**src/design/aps_pkg.sv**
```systemverilog
`default_nettype none
// ----------------------------------------------------------------------------
// aps_pkg: shared types and constants for the adc poll scheduler
// widths, register codes, result layout and channel period reset values
// ----------------------------------------------------------------------------
package aps_pkg;

    localparam int NUM_CHANNELS_DEF = 5;
    localparam int REF_MV_DEF       = 2500;

    localparam int CODE_W   = 10;
    localparam int MV_W     = 13;
    localparam int CH_W     = 3;
    localparam int REG_W    = 16;
    localparam int CFG_IDX_W = 3;
    localparam int IN_TDATA_W  = 16;
    localparam int OUT_TDATA_W = 24;

    localparam int NUM_PERIOD_REGS = 5;
    localparam int QUEUE_DEPTH     = 2;

    localparam logic [REG_W-1:0] SLOW_PERIOD   = 16'd600;
    localparam logic [REG_W-1:0] FAST_PERIOD   = 16'd52;
    localparam logic [REG_W-1:0] FIXED_PERIOD  = 16'd600;
    localparam logic [REG_W-1:0] RETRY_TICKS   = 16'd100;
    localparam logic [REG_W-1:0] JUMP_MV_RST   = 16'd500;
    localparam logic [REG_W-1:0] HIGH_MV_RST   = 16'd5000;
    localparam logic [REG_W-1:0] LOW_MV_RST    = 16'd3000;
    localparam logic [CH_W-1:0]  BATTERY_CH    = 3'd0;

    typedef enum logic [CFG_IDX_W-1:0] {
        REG_PERIOD0 = 3'd0,
        REG_PERIOD1 = 3'd1,
        REG_PERIOD2 = 3'd2,
        REG_PERIOD3 = 3'd3,
        REG_PERIOD4 = 3'd4,
        REG_JUMP    = 3'd5,
        REG_HIGH    = 3'd6,
        REG_LOW     = 3'd7
    } t_cfg_idx;

    typedef enum logic [1:0] {
        KIND_UNKNOWN   = 2'd0,
        KIND_LITHIUM   = 2'd1,
        KIND_NINE_VOLT = 2'd2
    } t_batt_kind;

    typedef struct packed {
        logic [REG_W-1:0] jump_mv;
        logic [REG_W-1:0] high_mv;
        logic [REG_W-1:0] low_mv;
    } t_thresh;

    // first field in the highest bits
    typedef struct packed {
        logic             battery_tracking;
        logic [1:0]       battery_kind;
        logic [MV_W-1:0]  update_millivolts;
        logic [CH_W-1:0]  update_channel;
        logic             update_valid;
        logic [CH_W-1:0]  start_channel;
        logic             start_conversion;
    } t_result;

    function automatic logic [REG_W-1:0] period_reset(input int ch);
        logic [REG_W-1:0] v;
        case (ch)
            0, 1, 2: v = SLOW_PERIOD;
            3, 4:    v = FAST_PERIOD;
            default: v = FIXED_PERIOD;
        endcase
        return v;
    endfunction

endpackage
`default_nettype wire

```
**src/design/aps_front.sv**
```systemverilog
`default_nettype none
// ----------------------------------------------------------------------------
// aps_front: tick intake
// scales the converter code to millivolts and queues it for the back end
// ----------------------------------------------------------------------------
module aps_front #(
    parameter int REF_MILLIVOLTS = aps_pkg::REF_MV_DEF
) (
    input  wire logic                           i_clk,
    input  wire logic                           i_rst_n,
    input  wire logic                           i_s_tvalid,
    output logic                                o_s_tready,
    input  wire logic [aps_pkg::CODE_W-1:0]     i_code,
    input  wire logic                           i_pop,
    output logic                                o_q_valid,
    output logic [aps_pkg::MV_W-1:0]            o_q_mv
);
    import aps_pkg::*;

    localparam int PROD_W = CODE_W + MV_W;
    localparam int PTR_W  = (QUEUE_DEPTH > 1) ? $clog2(QUEUE_DEPTH) : 1;
    localparam int CNT_W  = $clog2(QUEUE_DEPTH + 1);

    logic [PROD_W-1:0] prod;
    logic [MV_W-1:0]   mv;
    logic              push;

    logic [MV_W-1:0]   r_mem [QUEUE_DEPTH];
    logic [PTR_W-1:0]  r_wr_ptr, n_wr_ptr;
    logic [PTR_W-1:0]  r_rd_ptr, n_rd_ptr;
    logic [CNT_W-1:0]  r_count, n_count;

    // code * ref >> 10
    assign prod = PROD_W'(i_code) * PROD_W'(REF_MILLIVOLTS);
    assign mv   = prod[CODE_W +: MV_W];

    assign o_s_tready = (r_count != CNT_W'(QUEUE_DEPTH));
    assign push       = i_s_tvalid && o_s_tready;
    assign o_q_valid  = (r_count != '0);
    assign o_q_mv     = r_mem[r_rd_ptr];

    always_comb begin
        n_wr_ptr = r_wr_ptr;
        n_rd_ptr = r_rd_ptr;
        n_count  = r_count;
        if (push) begin
            n_wr_ptr = (r_wr_ptr == PTR_W'(QUEUE_DEPTH - 1)) ? '0 : r_wr_ptr + 1'b1;
        end
        if (i_pop) begin
            n_rd_ptr = (r_rd_ptr == PTR_W'(QUEUE_DEPTH - 1)) ? '0 : r_rd_ptr + 1'b1;
        end
        if (push && !i_pop) begin
            n_count = r_count + 1'b1;
        end else if (!push && i_pop) begin
            n_count = r_count - 1'b1;
        end
    end

    always_ff @(posedge i_clk) begin
        if (!i_rst_n) begin
            r_wr_ptr <= '0;
            r_rd_ptr <= '0;
            r_count  <= '0;
        end else begin
            r_wr_ptr <= n_wr_ptr;
            r_rd_ptr <= n_rd_ptr;
            r_count  <= n_count;
        end
    end

    always_ff @(posedge i_clk) begin
        if (push) begin
            r_mem[r_wr_ptr] <= mv;
        end
    end

endmodule
`default_nettype wire

```
**src/design/aps_back.sv**
```systemverilog
`default_nettype none
// ----------------------------------------------------------------------------
// aps_back: scheduler and battery filter
// runs the channel countdowns, the conversion handshake and the slew filter
// ----------------------------------------------------------------------------
module aps_back #(
    parameter int NUM_CHANNELS = aps_pkg::NUM_CHANNELS_DEF
) (
    input  wire logic                                         i_clk,
    input  wire logic                                         i_rst_n,
    input  wire logic [NUM_CHANNELS-1:0][aps_pkg::REG_W-1:0]  i_periods,
    input  wire aps_pkg::t_thresh                             i_thresh,
    input  wire logic                                         i_q_valid,
    input  wire logic [aps_pkg::MV_W-1:0]                     i_q_mv,
    output logic                                              o_pop,
    output logic                                              o_m_tvalid,
    input  wire logic                                         i_m_tready,
    output aps_pkg::t_result                                  o_result
);
    import aps_pkg::*;

    logic [REG_W-1:0] r_cd [NUM_CHANNELS];
    logic [REG_W-1:0] n_cd [NUM_CHANNELS];
    logic [REG_W-1:0] dec  [NUM_CHANNELS];
    logic             r_pending, n_pending;
    logic [CH_W-1:0]  r_pend_ch, n_pend_ch;
    logic [MV_W-1:0]  r_batt_mv, n_batt_mv;
    t_batt_kind       r_class, n_class;
    logic             r_seen, n_seen;
    logic             r_o_valid;
    t_result          r_out;
    t_result          res;

    logic             any_due;
    logic [CH_W-1:0]  sel;
    logic             up;
    logic [MV_W-1:0]  delta;
    logic             advance;

    assign advance    = i_q_valid && (!r_o_valid || i_m_tready);
    assign o_pop      = advance;
    assign o_m_tvalid = r_o_valid;
    assign o_result   = r_out;

    always_comb begin
        n_pending = r_pending;
        n_pend_ch = r_pend_ch;
        n_batt_mv = r_batt_mv;
        n_class   = r_class;
        n_seen    = r_seen;
        res       = '0;
        any_due   = 1'b0;
        sel       = '0;
        up        = 1'b0;
        delta     = '0;
        for (int i = 0; i < NUM_CHANNELS; i++) begin
            dec[i]  = (r_cd[i] != '0) ? r_cd[i] - 1'b1 : r_cd[i];
            n_cd[i] = r_cd[i];
        end

        if (!r_pending) begin
            // highest due channel wins
            for (int i = 0; i < NUM_CHANNELS; i++) begin
                if (dec[i] == '0) begin
                    any_due = 1'b1;
                    sel     = CH_W'(i);
                end
            end
            for (int i = 0; i < NUM_CHANNELS; i++) begin
                n_cd[i] = (any_due && sel == CH_W'(i)) ? i_periods[i] : dec[i];
            end
            if (any_due) begin
                n_pending            = 1'b1;
                n_pend_ch            = sel;
                res.start_conversion = 1'b1;
                res.start_channel    = sel;
            end
        end else begin
            n_pending          = 1'b0;
            res.update_valid   = 1'b1;
            res.update_channel = r_pend_ch;
            if (r_pend_ch == BATTERY_CH) begin
                up    = i_q_mv > r_batt_mv;
                delta = up ? i_q_mv - r_batt_mv : r_batt_mv - i_q_mv;
                if (REG_W'(delta) > i_thresh.jump_mv) begin
                    // large step: take it and retry soon
                    n_batt_mv = i_q_mv;
                    n_cd[0]   = RETRY_TICKS;
                end else begin
                    if (up) begin
                        n_batt_mv = r_batt_mv + 1'b1;
                    end else if (delta != '0) begin
                        n_batt_mv = r_batt_mv - 1'b1;
                    end
                    n_seen = 1'b1;
                    if (REG_W'(n_batt_mv) > i_thresh.high_mv) begin
                        n_class = KIND_NINE_VOLT;
                    end else if (REG_W'(n_batt_mv) > i_thresh.low_mv) begin
                        n_class = KIND_LITHIUM;
                    end
                end
                res.update_millivolts = n_batt_mv;
            end else begin
                res.update_millivolts = i_q_mv;
            end
        end
        res.battery_kind     = n_class;
        res.battery_tracking = n_seen;
    end

    always_ff @(posedge i_clk) begin
        if (!i_rst_n) begin
            for (int i = 0; i < NUM_CHANNELS; i++) begin
                r_cd[i] <= period_reset(i);
            end
            r_pending <= 1'b0;
            r_pend_ch <= '0;
            r_batt_mv <= '0;
            r_class   <= KIND_UNKNOWN;
            r_seen    <= 1'b0;
            r_o_valid <= 1'b0;
        end else begin
            if (advance) begin
                for (int i = 0; i < NUM_CHANNELS; i++) begin
                    r_cd[i] <= n_cd[i];
                end
                r_pending <= n_pending;
                r_pend_ch <= n_pend_ch;
                r_batt_mv <= n_batt_mv;
                r_class   <= n_class;
                r_seen    <= n_seen;
                r_o_valid <= 1'b1;
            end else if (i_m_tready) begin
                r_o_valid <= 1'b0;
            end
        end
    end

    always_ff @(posedge i_clk) begin
        if (advance) begin
            r_out <= res;
        end
    end

    a_start_xor_update: assert property (@(posedge i_clk) disable iff (!i_rst_n)
        r_o_valid |-> !(r_out.start_conversion && r_out.update_valid))
        else $error("result both requests and updates");

    a_start_sets_pending: assert property (@(posedge i_clk) disable iff (!i_rst_n)
        (advance && res.start_conversion) |=> r_pending)
        else $error("request did not mark a pending conversion");

    a_update_clears_pending: assert property (@(posedge i_clk) disable iff (!i_rst_n)
        (advance && r_pending) |=> !r_pending)
        else $error("pending conversion not cleared by its tick");

    a_seen_sticky: assert property (@(posedge i_clk) disable iff (!i_rst_n)
        r_seen |=> r_seen)
        else $error("battery tracking flag dropped");

endmodule
`default_nettype wire

```
**src/design/adc_poll_scheduler_slew_filter_core.sv**
```systemverilog
`default_nettype none
// ----------------------------------------------------------------------------
// adc_poll_scheduler_slew_filter_core: multi-rate converter poll scheduler
// one input transfer is one scheduler tick, one output transfer per tick
// ----------------------------------------------------------------------------
// path: a tick transfer is written into the tick queue, then the scheduler
//   update loads its result into the output register
// throughput: one tick per cycle while the result stream is accepted (i_m_tready)
// reset: synchronous active low, countdowns load their reset periods,
//   filter state and config registers reset, tick queue and output register empty
// ----------------------------------------------------------------------------
module adc_poll_scheduler_slew_filter_core #(
    parameter int NUM_CHANNELS   = aps_pkg::NUM_CHANNELS_DEF,
    parameter int REF_MILLIVOLTS = aps_pkg::REF_MV_DEF
) (
    input  wire logic                                i_clk,
    input  wire logic                                i_rst_n,
    // tick stream in
    input  wire logic                                i_s_tvalid,
    output logic                                     o_s_tready,
    // [9:0] adc_code, [15:10] zero
    input  wire logic [aps_pkg::IN_TDATA_W-1:0]      i_s_tdata,
    // result stream out
    output logic                                     o_m_tvalid,
    input  wire logic                                i_m_tready,
    // [0] start_conversion, [3:1] start_channel, [4] update_valid,
    // [7:5] update_channel, [20:8] update_millivolts, [22:21] battery_kind,
    // [23] battery_tracking
    output logic [aps_pkg::OUT_TDATA_W-1:0]          o_m_tdata,
    // config write channel
    input  wire logic                                i_cfg_valid,
    output logic                                     o_cfg_ready,
    input  wire logic [aps_pkg::CFG_IDX_W-1:0]       i_cfg_index,
    input  wire logic [aps_pkg::REG_W-1:0]           i_cfg_data
);
    import aps_pkg::*;

    // config registers
    logic [REG_W-1:0] r_period [NUM_PERIOD_REGS];
    t_thresh          r_thresh;
    logic             cfg_we;

    // channel periods seen by the scheduler
    logic [NUM_CHANNELS-1:0][REG_W-1:0] periods;

    // tick queue between front and back
    logic             q_valid;
    logic [MV_W-1:0]  q_mv;
    logic             q_pop;
    t_result          result;

    // writes are always taken
    assign o_cfg_ready = 1'b1;
    assign cfg_we      = i_cfg_valid && o_cfg_ready;

    always_ff @(posedge i_clk) begin
        if (!i_rst_n) begin
            for (int i = 0; i < NUM_PERIOD_REGS; i++) begin
                r_period[i] <= period_reset(i);
            end
            r_thresh.jump_mv <= JUMP_MV_RST;
            r_thresh.high_mv <= HIGH_MV_RST;
            r_thresh.low_mv  <= LOW_MV_RST;
        end else if (cfg_we) begin
            unique case (t_cfg_idx'(i_cfg_index)) inside
                REG_PERIOD0, REG_PERIOD1, REG_PERIOD2, REG_PERIOD3, REG_PERIOD4: begin
                    r_period[i_cfg_index] <= i_cfg_data;
                end
                REG_JUMP: begin
                    r_thresh.jump_mv <= i_cfg_data;
                end
                REG_HIGH: begin
                    r_thresh.high_mv <= i_cfg_data;
                end
                REG_LOW: begin
                    r_thresh.low_mv <= i_cfg_data;
                end
            endcase
        end
    end

    // channels past the register file run at a fixed period
    for (genvar g = 0; g < NUM_CHANNELS; g++) begin : g_period
        if (g < NUM_PERIOD_REGS) begin : g_reg
            assign periods[g] = r_period[g];
        end else begin : g_fixed
            assign periods[g] = FIXED_PERIOD;
        end
    end

    // front: scale the code and queue the tick
    aps_front #(
        .REF_MILLIVOLTS (REF_MILLIVOLTS)
    ) u_front (
        .i_clk      (i_clk),
        .i_rst_n    (i_rst_n),
        .i_s_tvalid (i_s_tvalid),
        .o_s_tready (o_s_tready),
        .i_code     (i_s_tdata[CODE_W-1:0]),
        .i_pop      (q_pop),
        .o_q_valid  (q_valid),
        .o_q_mv     (q_mv)
    );

    // back: countdowns, conversion request, battery filter, output register
    aps_back #(
        .NUM_CHANNELS (NUM_CHANNELS)
    ) u_back (
        .i_clk      (i_clk),
        .i_rst_n    (i_rst_n),
        .i_periods  (periods),
        .i_thresh   (r_thresh),
        .i_q_valid  (q_valid),
        .i_q_mv     (q_mv),
        .o_pop      (q_pop),
        .o_m_tvalid (o_m_tvalid),
        .i_m_tready (i_m_tready),
        .o_result   (result)
    );

    assign o_m_tdata = result;

endmodule
`default_nettype wire
```
**config.mk**
```make
export PLATFORM = sky130hd
export DESIGN_NAME = adc_poll_scheduler_slew_filter_core
export DESIGN_NICKNAME = d
export VERILOG_FILES = /design/src/design/aps_pkg.sv /design/src/design/aps_front.sv /design/src/design/aps_back.sv /design/src/design/adc_poll_scheduler_slew_filter_core.sv
export SDC_FILE = /design/constraint.sdc
export NUM_CORES = 1
export LEC_CHECK = 0
export ABC_CLOCK_PERIOD_IN_PS = 8300
export BUFFER_PORTS_ARGS = -buffer_cell sky130_fd_sc_hd__buf_2
export CORE_MARGIN = 4
export CORE_UTILIZATION = 50
export DETAILED_ROUTE_END_ITERATION = 7
export PLACE_DENSITY = 0.72
export RECOVER_POWER = 100
export SETUP_SLACK_MARGIN = 0.2
export SYNTH_ARGS = -nofsm -noshare
export SYNTH_HDL_FRONTEND = slang
export SYNTH_SLANG_ARGS = --single-unit
```
**constraint.sdc**
```tcl
create_clock -name i_clk -period 8.3 [get_ports i_clk]
set_input_delay 1.66 -clock i_clk [delete_from_list [all_inputs] [get_ports i_clk]]
set_output_delay 1.66 -clock i_clk [all_outputs]
set_load 0.02 [all_outputs]
```
==> key figures, run 1 <==
Worst setup path
  • CP arrival: 7.94 ns
  • Top cell by count, worst path: or3_1
  • Max incr delay on CP: 0.64 ns
  • Critical path class: reg -> reg
  • WP buf/inv: 1
  • Critical Path RT: 8.57 ns
  • Critical path, cell by cell: clkbuf_1 > mux2_2 > ha_1 > nand4_2 > nor4_4 > nor3_2 > a21oi_4 > mux2i_1 > xnor2_1 > or4_4 > nor4_4 > nor3_1 > or2_0 > xnor2_1 > ha_1 > nand4_1 > nor2_1 > nand2_1 > or3_1 > or3_1 > or3_1 > o2111ai_2 > o22ai_1
  • CP Capture Type: flop
  • Slowest cell on the critical path: nor4_4
  • CP Launch Type: flop
  • Top delay family on crit path: simple AND/OR/NAND/NOR gates
  • CP Max Fanout: 13

Floorplan
  • Die height: 196 um
  • Die Width: 196 um
  • Area of the core: 0.0348 sq mm
  • Initial Util: 51.0%
  • Die area: 0.0386 sq mm
  • # rows: 68
  • Num ports: 67

Synth
  • Simple-Gate Fraction of Synth Area: 21.4%
  • XOR/XNOR Fraction of Synth Area: 4.30%
  • Top cells by instance count after synthesis: edfxtp_1 (208), nand2_1 (195), nor2_1 (140)
  • Ys async rst share: 0%
  • Synth top area cells: edfxtp_1 (35%), ha_1 (8.6%), dfxtp_1 (8.4%), nand2_1 (4.1%), a21oi_1 (3.7%)
  • Register bit total from synthesis: 282
  • Yosys top cell area share: 35.2%
  • Avg Cell Area, Syn: 9.56 sq um
  • Area fraction in compound gates after synthesis: 13.4%
  • Mapped Nets: 2,036
  • Yosys top cell by area: edfxtp_1
  • Most common cell in the netlist: edfxtp_1
  • YS warnings: 0
  • Mapped cell area: 0.0177 sq mm
  • EDFF count, synth: 208
  • Cells after Synth: 1,856
  • Synth unique cells: 89
  • Post-Synth Adder-Cell Area: 10.6%
  • Mux contribution to synthesized area: 2.23%
  • Main flop type after synthesis: edfxtp_1
  • Seq/Total Area, Yosys: 43.6%
  • Main combinational cell family by area after synthesis: simple AND/OR/NAND/NOR gates

Global routing
  • Global-route wire length before repair: 71,200 um
  • Largest net degree at the start of global routing: 57
  • Antenna violations before repair: 2
  • Grt total ovfl: 0
  • Total GRT Usage: 22.5%
  • Vias in the first global route: 13,600

Pwr
  • Pleak: 7.11 nW
  • Maximum VDD drop: 219 uV
  • Power density over cell area: 298 mW/mm^2

CTS
  • Hold buffers post-CTS: 0
  • Clock transition at path regs: 0.06 ns
  • Clk sinks: 282
  • TritonCTS clock tree: done
  • CTS max path bufs: 3
  • H-tree depth: 1
  • CTS Buf Count: 29
  • Number of setup buffers added after CTS: 0
  • Clk root buf: clkbuf_16
  • Cts repair resizes: 0
  • Worst-Skew Late Latency: 0.55 ns

Final layout
  • Area growth syn-to-layout: 8.66%
  • Share of post-route cells with drive strength above 1: 6.71%
  • Total Nets Final: 2,066
  • Final cell count without fillers: 2,364

STA
  • Count of final setup violators: 0
  • Final period utilization: 92.3%
  • Tightest Pin Transition: 2.86 ns
  • Max transition margin: -90.6%
  • RSZ-0062 raised after global routing: no
  • Slew Viols, Final: 243
  • Final Skew: 0.0219 ns
  • Final Hold Fails: 0
  • Fmax: 0.130 GHz
  • Final Critical Period: 7.66 ns
  • Setup_tns: 0 ns

Drt
  • Starting DRT DRC Count: 1,033
  • TritonRoute pass-1 iters: 6
  • Routed wire length: 44,900 um
  • Antenna viol nets, final: 0
  • DRC viols: 0
  • Via Count: 14,000
  • Drt via density: 5.92
  • Routed length per instance: 19.0 um

Run status
  • Status: complete, but fails checks
  • Failing checks: capacitance limit, slew limit

Place
  • Cells after DPL: 2,310
  • Input/output buffers: 59
  • HPWL Detailed: 32,100 um
  • GP Congestion: 0.938

Job
  • Max-Cap Viols: 6

Hold path
  • Hold Crit Class: reg -> reg
==> cell families (layout without fill, tap and decap cells) <==
logic type      Yosys count  after routing
xor+xnor                 87             87
buf+inv                 206            258
other cells               1              2
compound gates          367            367
fa+ha+maj               140            140
mux                      38             38
simple gates            735            735
flops                   282            282
==> cell usage in the layout (no fill, tap or decap), types with 30 or more instances in the layout <==
cell type    n
o21ai_0     60
nand4_1     33
a21oi_1    131
xor2_1      35
ha_1       122
nand2b_1    36
nor3_1      59
nand2_1    194
edfxtp_1   208
clkbuf_16   32
buf_2       31
xnor2_1     52
nor4_1      31
or3_1       30
clkbuf_1    50
nor2_1     140
dfxtp_1     74
inv_1      126
nand3_1     45
and2_0      52
==> sequential cells by signal, summed over array words and instances (netlist names), 2 cells and up, named ones only <==
signal            count
r_period             80
r_thresh             48
u_back.o_result      24
u_back.r_batt_mv     13
u_back.r_cd          80
u_back.r_class        2
u_back.r_pend_ch      3
u_front.r_count       2
u_front.r_mem        24
==> where the power goes <==
| part | internal (mW) | switching [mW] | leakage, nW |
|---|---|---|---|
| logic | 0.869 | 1.58 | 4.01 |
| registers | 1.83 | 0.173 | 2.62 |
| clock network | 0.730 | 0.556 | 0.473 |
| total | 3.43 | 2.31 | 7.11 |
==> through the flow <==
step / power [mW] / setup WS [ns] / hold WS (ns) / cell area [sq um] / util, %
2_1_floorplan: 3.81 / 1.81 / 0.431 / 17700 / -
3_3_place_gp: 4.37 / 0.821 / 0.438 / 18400 / 53.0
3_5_place_dp: 4.46 / 0.705 / 0.447 / 18400 / 53.0
4_1_cts: 5.76 / 0.666 / 0.456 / 19400 / 55.7
5_1_grt: 6.11 / 0.199 / 0.485 / 19300 / 55.4
6_report: 5.74 / 0.635 / 0.456 / 19300 / 55.4
==> path summary, 6_finish.rpt <==
check / startpoint / to / slack (ns) / cells past startpoint
worst max-delay path: flop / u_back.o_result[22]$_DFFE_PP_ / 0.64 / 23
worst max register to register: flop / u_back.o_result[22]$_DFFE_PP_ / 0.64 / 23
worst min register to register: r_thresh[13]$_SDFFE_PN0P_ / r_thresh[13]$_SDFFE_PN0P_ / 0.46 / 2
worst min-delay path: r_thresh[13]$_SDFFE_PN0P_ / r_thresh[13]$_SDFFE_PN0P_ / 0.46 / 2
==> cell type report <==
class / count / area (sq um)
Fill cell: 3021 / 15500
Sequential cell: 282 / 7730
Tap cell: 455 / 569
Timing Repair Buffer: 78 / 339
Clock inverter: 13 / 83.8
Antenna cell: 1 / 2.50
Inverter: 127 / 477
Multi-Input combinational cell: 1368 / 9220
Clock buffer: 40 / 861
==> tightest hold or removal path, cell delays in order, from the launching register on <==
cell and delay, ns:
dfxtp_1 0.31, nand2_1 0.05, a21oi_1 0.05
==> per-layer routing <==
layer / up-vias / global-route usage, % / share of wire (%)
met1: 6700 / 30.0 / 42
met3: 79 / 2.60 / 5.7
met5: - / 0 / 0.024
met2: 441 / 38.6 / 49
met4: 2 / 6.75 / 2.7
li1: 6779 / - / -
(Power assumes the default switching activity.)
==> inputs of run 2 (changes only) <==
CTS_BUF_LIST = sky130_fd_sc_hd__clkbuf_16   (was unset)
==> run 2 against run 1 <==
  * The flow still finishes with violations (capacitance limit, slew limit)
  * Combinational power barely moved
  * Wire length barely moved
  * Clock-buffer cell count fell by 8
  * Non-clock buffer count did not move
  * Die area did not move
  * Fmax fell by 0.55%
==> key figures, run 2 (synthesis results as in run 1) <==
Pwr
  • Pleak: 7.11 nW (about the same)
  • Power density over cell area: 297 mW/mm^2 (was 298 mW/mm^2)
  • Maximum VDD drop: 218 uV (was 219 uV)
  • Overall power: 5.71 mW (was 5.74 mW)

Worst setup path
  • R2R depth: 26 (was 23)
  • CP arrival: 8.00 ns (was 7.94 ns)
  • Reg2reg setup slack: 0.59 ns (was 0.64 ns)
  • Slowest cell on the critical path: nor4_4 (unchanged)
  • Top delay family on crit path: simple AND/OR/NAND/NOR gates (unchanged)
  • R2R Path End: u_back.o_result[21]$_DFFE_PP_ (was u_back.o_result[22]$_DFFE_PP_)
  • CP Capture Type: flop (unchanged)
  • Critical Path RT: 8.59 ns (was 8.57 ns)
  • Critical path class: reg -> reg (unchanged)
  • CP Max Fanout: 13 (unchanged)
  • CP Launch Type: flop (unchanged)
  • WP buf/inv: 2 (was 1)
  • Max incr delay on CP: 0.63 ns (was 0.64 ns)
  • Top cell by count, worst path: a21o_1 (was or3_1)

STA
  • Final Hold Fails: 0 (unchanged)
  • Setup_tns: 0 ns (unchanged)
  • Fmax: 0.130 GHz (about the same)
  • Setup ws final: 0.593 ns (was 0.635 ns)
  • Count of final setup violators: 0 (unchanged)
  • RSZ-0062 raised after global routing: no (unchanged)
  • Final Skew: 0.0225 ns (was 0.0219 ns)
  • Slew Viols, Final: 270 (was 243)
  • Tightest Pin Transition: 2.87 ns (was 2.86 ns)
  • Max transition margin: -91.6% (was -90.6%)
  • Final period utilization: 92.9% (was 92.3%)
  • Final Critical Period: 7.71 ns (was 7.66 ns)

Global routing
  • Total GRT Usage: 22.5% (about the same)
  • Vias in the first global route: 13,600 (about the same)
  • Grt total ovfl: 0 (unchanged)
  • Largest net degree at the start of global routing: 57 (unchanged)
  • Global-route wire length before repair: 71,200 um (about the same)
  • Antenna violations before repair: 2 (unchanged)

Floorplan
  • # rows: 68 (unchanged)
  • Die area: 0.0386 sq mm (unchanged)
  • Area of the core: 0.0348 sq mm (unchanged)
  • Num ports: 67 (unchanged)
  • Initial Util: 51.0% (unchanged)
  • Die Width: 196 um (unchanged)
  • Die height: 196 um (unchanged)

Drt
  • Starting DRT DRC Count: 1,126 (was 1,033)
  • Antenna viol nets, final: 0 (unchanged)
  • Drt via density: 5.95 (was 5.92)
  • Routed length per instance: 19.0 um (about the same)
  • DRC viols: 0 (unchanged)
  • Routed wire length: 45,000 um (was 44,900 um)
  • Via Count: 14,100 (was 14,000)
  • TritonRoute pass-1 iters: 5 (was 6)

Final layout
  • Commonest non-fill, non-tap cell in the layout: edfxtp_1 (unchanged)
  • Largest registers: r_period: 80 flops, u_back.r_cd: 80 flops, r_thresh: 48 flops (unchanged)
  • Area growth syn-to-layout: 8.49% (was 8.66%)
  • Share of post-route cells with drive strength above 1: 6.55% (was 6.71%)
  • Filler instances: 3,029 (was 3,021)
  • Total Nets Final: 2,066 (unchanged)
  • Commonest cells after routing, fill and taps aside: edfxtp_1 (208), nand2_1 (194), nor2_1 (140) (unchanged)

Hold path
  • Hold endpoint: r_thresh[13]$_SDFFE_PN0P_ (unchanged)
  • Hold_sp: r_thresh[13]$_SDFFE_PN0P_ (unchanged)
  • Hold Crit Class: reg -> reg (unchanged)
  • Worst Hold Depth: 2 (unchanged)

CTS
  • Clk sinks: 282 (unchanged)
  • Worst-Skew Late Latency: 0.55 ns (about the same)
  • TritonCTS clock tree: done (unchanged)
  • CTS max path bufs: 3 (unchanged)
  • Clk root buf: clkbuf_16 (unchanged)
  • Number of setup buffers added after CTS: 0 (unchanged)
  • H-tree depth: 1 (unchanged)
  • CTS Buf Count: 29 (unchanged)
  • Cts repair resizes: 0 (unchanged)
  • Hold buffers post-CTS: 0 (unchanged)
  • Clock transition at path regs: 0.06 ns (about the same)

Job
  • Max-Cap Viols: 7 (was 6)

Place
  • HPWL Detailed: 32,100 um (unchanged)
  • Input/output buffers: 59 (unchanged)
  • GP Congestion: 0.938 (unchanged)
  • Place WS: 0.705 ns (unchanged)

Run status
  • Failing checks: capacitance limit, slew limit (unchanged)
  • Status: complete, but fails checks (unchanged)
[run 2: cell types whose count changed in the layout (fill, tap and decap cells not counted)]
cell	delta
and2_0	-1
and2_1	+1
clkbuf_1	-5
clkbuf_8	-3
clkinv_1	+3
inv_1	+5
[run 2: final cells by class]
| class | instances | area, sq um | share of cell area [%] |
|---|---|---|---|
| diodes | 1 | 2.50 | 0.0130 |
| clock buffers | 32 | 801 | 4.16 |
| clock inverters | 21 | 114 | 0.592 |
| inverters | 127 | 477 | 2.48 |
| multi-input cells | 1368 | 9220 | 47.9 |
| flip-flops and latches | 282 | 7730 | 40.2 |
| well taps | 455 | 569 | 2.96 |
| repair buffers | 78 | 339 | 1.76 |
[run 2: tightest hold or removal path, delay by kind of cell (launching register included)]
kind | cells | cell delay [ns]
compound gates | 1 | 0.05
simple gates | 1 | 0.05
flops | 1 | 0.31
[run 2: how the worst max path moves through the flow]
| stage | end | slack, ns | cells after the start | startpoint |
|---|---|---|---|---|
| after floorplan | u_back.o_result[22]$_DFFE_PP_ | 1.81 | 25 | flop |
| final | u_back.o_result[21]$_DFFE_PP_ | 0.59 | 26 | flop |
| after global placement | u_back.o_result[21]$_DFFE_PP_ | 0.82 | 26 | flop |
| after CTS | u_back.o_result[21]$_DFFE_PP_ | 0.67 | 26 | flop |
| after detailed placement | u_back.o_result[21]$_DFFE_PP_ | 0.71 | 26 | flop |
| after global routing | u_back.r_class[0]$_SDFFE_PN0P_ | 0.20 | 25 | flop |
[run 2: stage by stage]
stage               area [sq um]  utilization, %  instances  hold slack (ns)
floorplan                  17700               -       1856            0.431
finish                     19200            55.3       2364            0.456
detailed placement         18400            53.0       2310            0.447
CTS                        19400            55.6       2363            0.456
global placement           18400            53.0       2310            0.438
global route               19200            55.3       2363            0.485
[run 2: where the power goes]
group	internal (mW)	switching, mW
registers	1.84	0.174
clock network	0.696	0.556
logic	0.869	1.58
[run 2: routing by layer]
layer | wire length (um) | up-vias | global-route usage, %
met5 | 11 | - | 0
met4 | 1220 | 2 | 6.67
met3 | 2720 | 80 | 2.58
met2 | 22100 | 479 | 38.6
met1 | 18900 | 6745 | 30.1
li1 | - | 6771 | -
==> inputs of run 3 (changes only) <==
BUFFER_PORTS_ARGS = -buffer_cell sky130_fd_sc_hd__buf_4   (was -buffer_cell sky130_fd_sc_hd__buf_2)
SLEW_MARGIN = 40   (was unset)
==> run 3 against run 2 <==
  * The flow still finishes with violations (capacitance limit, slew limit)
  * Global-route usage increased by 0.16 points
  * Total power increased by 0.89%
  * Wire length decreased by 0.46%
  * First-iteration DRC count decreased by 17%
  * Via count decreased by 0.64%
  * Clock power increased by 4%
  * Worst setup slack improved by 0.051 ns
  * Combinational power about the same
  * Critical endpoint unchanged
  * Highest routed layer is now met4
==> key figures, run 3 (synthesis results as in run 1) <==
Place
  • Input/output buffers: 59 (unchanged)
  • HPWL Detailed: 31,800 um (was 32,100 um)
  • Placement Cell Area: 0.0186 sq mm (was 0.0184 sq mm)
  • GP Congestion: 0.947 (was 0.938)

Floorplan
  • Die height: 196 um (unchanged)
  • Initial Util: 51.0% (unchanged)
  • Num ports: 67 (unchanged)
  • Area of the core: 0.0348 sq mm (unchanged)
  • # rows: 68 (unchanged)
  • Die Width: 196 um (unchanged)
  • Die area: 0.0386 sq mm (unchanged)

Drt
  • Via Count: 14,000 (was 14,100)
  • Drt via density: 5.91 (was 5.95)
  • Routed length per instance: 18.9 um (was 19.0 um)
  • TritonRoute pass-1 iters: 5 (unchanged)
  • Met2 WL: 21,500 um (was 22,100 um)
  • Antenna viol nets, final: 0 (unchanged)
  • Met3 Routed Length: 2220 um (was 2720 um)
  • Wl on met1: 19,500 um (was 18,900 um)
  • Routed wire length: 44,700 um (was 45,000 um)
  • Top Layer Used: met4 (was met5)
  • Starting DRT DRC Count: 938 (was 1,126)
  • DRC viols: 0 (unchanged)

STA
  • Final Skew: 0.00982 ns (was 0.0225 ns)
  • Smallest hold slack: 0.454 ns (was 0.456 ns)
  • Fmax: 0.131 GHz (was 0.130 GHz)
  • RSZ-0062 raised after global routing: no (unchanged)
  • Setup_tns: 0 ns (unchanged)
  • Final Hold Fails: 0 (unchanged)
  • Final Critical Period: 7.66 ns (was 7.71 ns)
  • Slew Viols, Final: 286 (was 270)
  • Tightest Pin Transition: 2.85 ns (was 2.87 ns)
  • Max transition margin: -90.2% (was -91.6%)
  • Count of final setup violators: 0 (unchanged)
  • Final period utilization: 92.2% (was 92.9%)

Worst setup path
  • Top cell by count, worst path: a21o_1 (unchanged)
  • Critical Path RT: 8.61 ns (was 8.59 ns)
  • R2R depth: 27 (was 26)
  • CP arrival: 7.96 ns (was 8.00 ns)
  • Reg2reg setup slack: 0.64 ns (was 0.59 ns)
  • CP Max Fanout: 13 (unchanged)
  • Slowest cell on the critical path: nor4_4 (unchanged)
  • Max incr delay on CP: 0.63 ns (about the same)
  • CP Capture Type: flop (unchanged)
  • CP Launch Type: flop (unchanged)
  • R2R Path End: u_back.o_result[21]$_DFFE_PP_ (unchanged)
  • Critical path class: reg -> reg (unchanged)

Global routing
  • Vias in the first global route: 13,700 (was 13,600)
  • Antenna violations before repair: 0 (was 2)
  • Grt total ovfl: 0 (unchanged)
  • Total GRT Usage: 22.6% (was 22.5%)
  • Largest net degree at the start of global routing: 57 (unchanged)
  • Global-route wire length before repair: 71,800 um (was 71,200 um)

Hold path
  • Hold endpoint: r_thresh[13]$_SDFFE_PN0P_ (unchanged)
  • Hold_sp: r_thresh[13]$_SDFFE_PN0P_ (unchanged)
  • Hold Crit Class: reg -> reg (unchanged)
  • Worst Hold Depth: 2 (unchanged)

CTS
  • TritonCTS clock tree: done (unchanged)
  • Worst-Skew Late Latency: 0.56 ns (was 0.55 ns)
  • CTS max path bufs: 3 (unchanged)
  • Clock transition at path regs: 0.06 ns (about the same)
  • H-tree depth: 1 (unchanged)
  • Number of setup buffers added after CTS: 0 (unchanged)
  • Clk sinks: 282 (unchanged)
  • Clk root buf: clkbuf_16 (unchanged)
  • Hold buffers post-CTS: 0 (unchanged)
  • CTS Buf Count: 31 (was 29)

Run status
  • Failing checks: capacitance limit, slew limit (unchanged)
  • Status: complete, but fails checks (unchanged)

Final layout
  • Largest registers: r_period: 80 flops, u_back.r_cd: 80 flops, r_thresh: 48 flops (unchanged)
  • Area growth syn-to-layout: 9.21% (was 8.49%)
  • Design Area, Final: 0.0194 sq mm (was 0.0192 sq mm)
  • Commonest cells after routing, fill and taps aside: edfxtp_1 (208), nand2_1 (194), nor2_1 (140) (unchanged)
  • Total Nets Final: 2,068 (was 2,066)
  • Share of post-route cells with drive strength above 1: 6.75% (was 6.55%)
  • N_diodes: 0 (was 1)
  • Commonest non-fill, non-tap cell in the layout: edfxtp_1 (unchanged)
  • Filler instances: 3,036 (was 3,029)

Pwr
  • Power density over cell area: 297 mW/mm^2 (about the same)
  • Pleak: 7.14 nW (was 7.11 nW)
  • Maximum VDD drop: 189 uV (was 218 uV)

Job
  • Max-Cap Viols: 8 (was 7)
==> run 3: changes by cell type in the layout (fill, tap and decap cells not counted), moves of 2 or more <==
cell,delta
buf_2,-31
buf_4,+29
and2_0,-5
and2_1,+5
clkinv_1,+3
clkinv_2,+3
inv_1,-3
clkbuf_4,+2
clkinvlp_4,+2
inv_4,-2
==> run 3: report_power, final <==
| part | switching (mW) | internal, mW | total (mW) |
|---|---|---|---|
| Sequential | 0.172 | 1.84 | 2.01 |
| Combinational | 1.58 | 0.877 | 2.45 |
| Clock | 0.572 | 0.728 | 1.30 |
==> run 3: routing by layer <==
metal,vias to the layer above,global-route usage [%]
li1,6780,-
met1,6717,30.7
met2,387,38.3
met3,103,2.46
met4,0,7.24
met5,-,0
==> run 3: area by class of cell <==
cell class,count,area [sq um],share of cell area [%]
repair buffers,78,417,2.15
flip-flops and latches,282,7730,39.9
multi-input cells,1368,9230,47.6
clock buffers,32,801,4.13
well taps,455,569,2.94
clock inverters,24,153,0.788
inverters,127,477,2.46
==> run 3: worst max-delay path: cells and delay by family, from the launching register on <==
| family | cells | cell delay [ns] |
|---|---|---|
| simple gates | 7 | 2.32 |
| compound gates | 11 | 1.94 |
| buf+inv | 3 | 0.65 |
| xor+xnor | 2 | 0.48 |
| mux | 2 | 0.82 |
| flops | 1 | 0.53 |
| fa+ha+maj | 2 | 0.67 |
==> run 3: repair_timing <==
item	in CTS	in global routing
endpoints found under the setup margin	0	2
resized for setup	0	1
hold endpoints to repair	0	0
==> run 3: worst max-delay path by stage <==
stage,startpoint,endpoint,slack [ns],cells past startpoint
floorplan,flop,u_back.o_result[22]$_DFFE_PP_,1.81,25
global route,flop,u_back.r_class[0]$_SDFFE_PN0P_,0.21,24
detailed placement,flop,u_back.o_result[21]$_DFFE_PP_,0.73,27
CTS,flop,u_back.o_result[21]$_DFFE_PP_,0.71,27
global placement,flop,u_back.o_result[21]$_DFFE_PP_,0.81,26
finish,flop,u_back.o_result[21]$_DFFE_PP_,0.64,27
==> run 3: per-stage QoR <==
step	total power [mW]	setup slack (ns)	instances	util [%]
floorplan	3.81	1.81	1856	-
global placement	4.42	0.810	2310	53.4
detailed placement	4.49	0.730	2310	53.5
CTS	5.81	0.707	2366	56.2
global route	6.15	0.207	2366	55.7
finish	5.76	0.644	2366	55.7
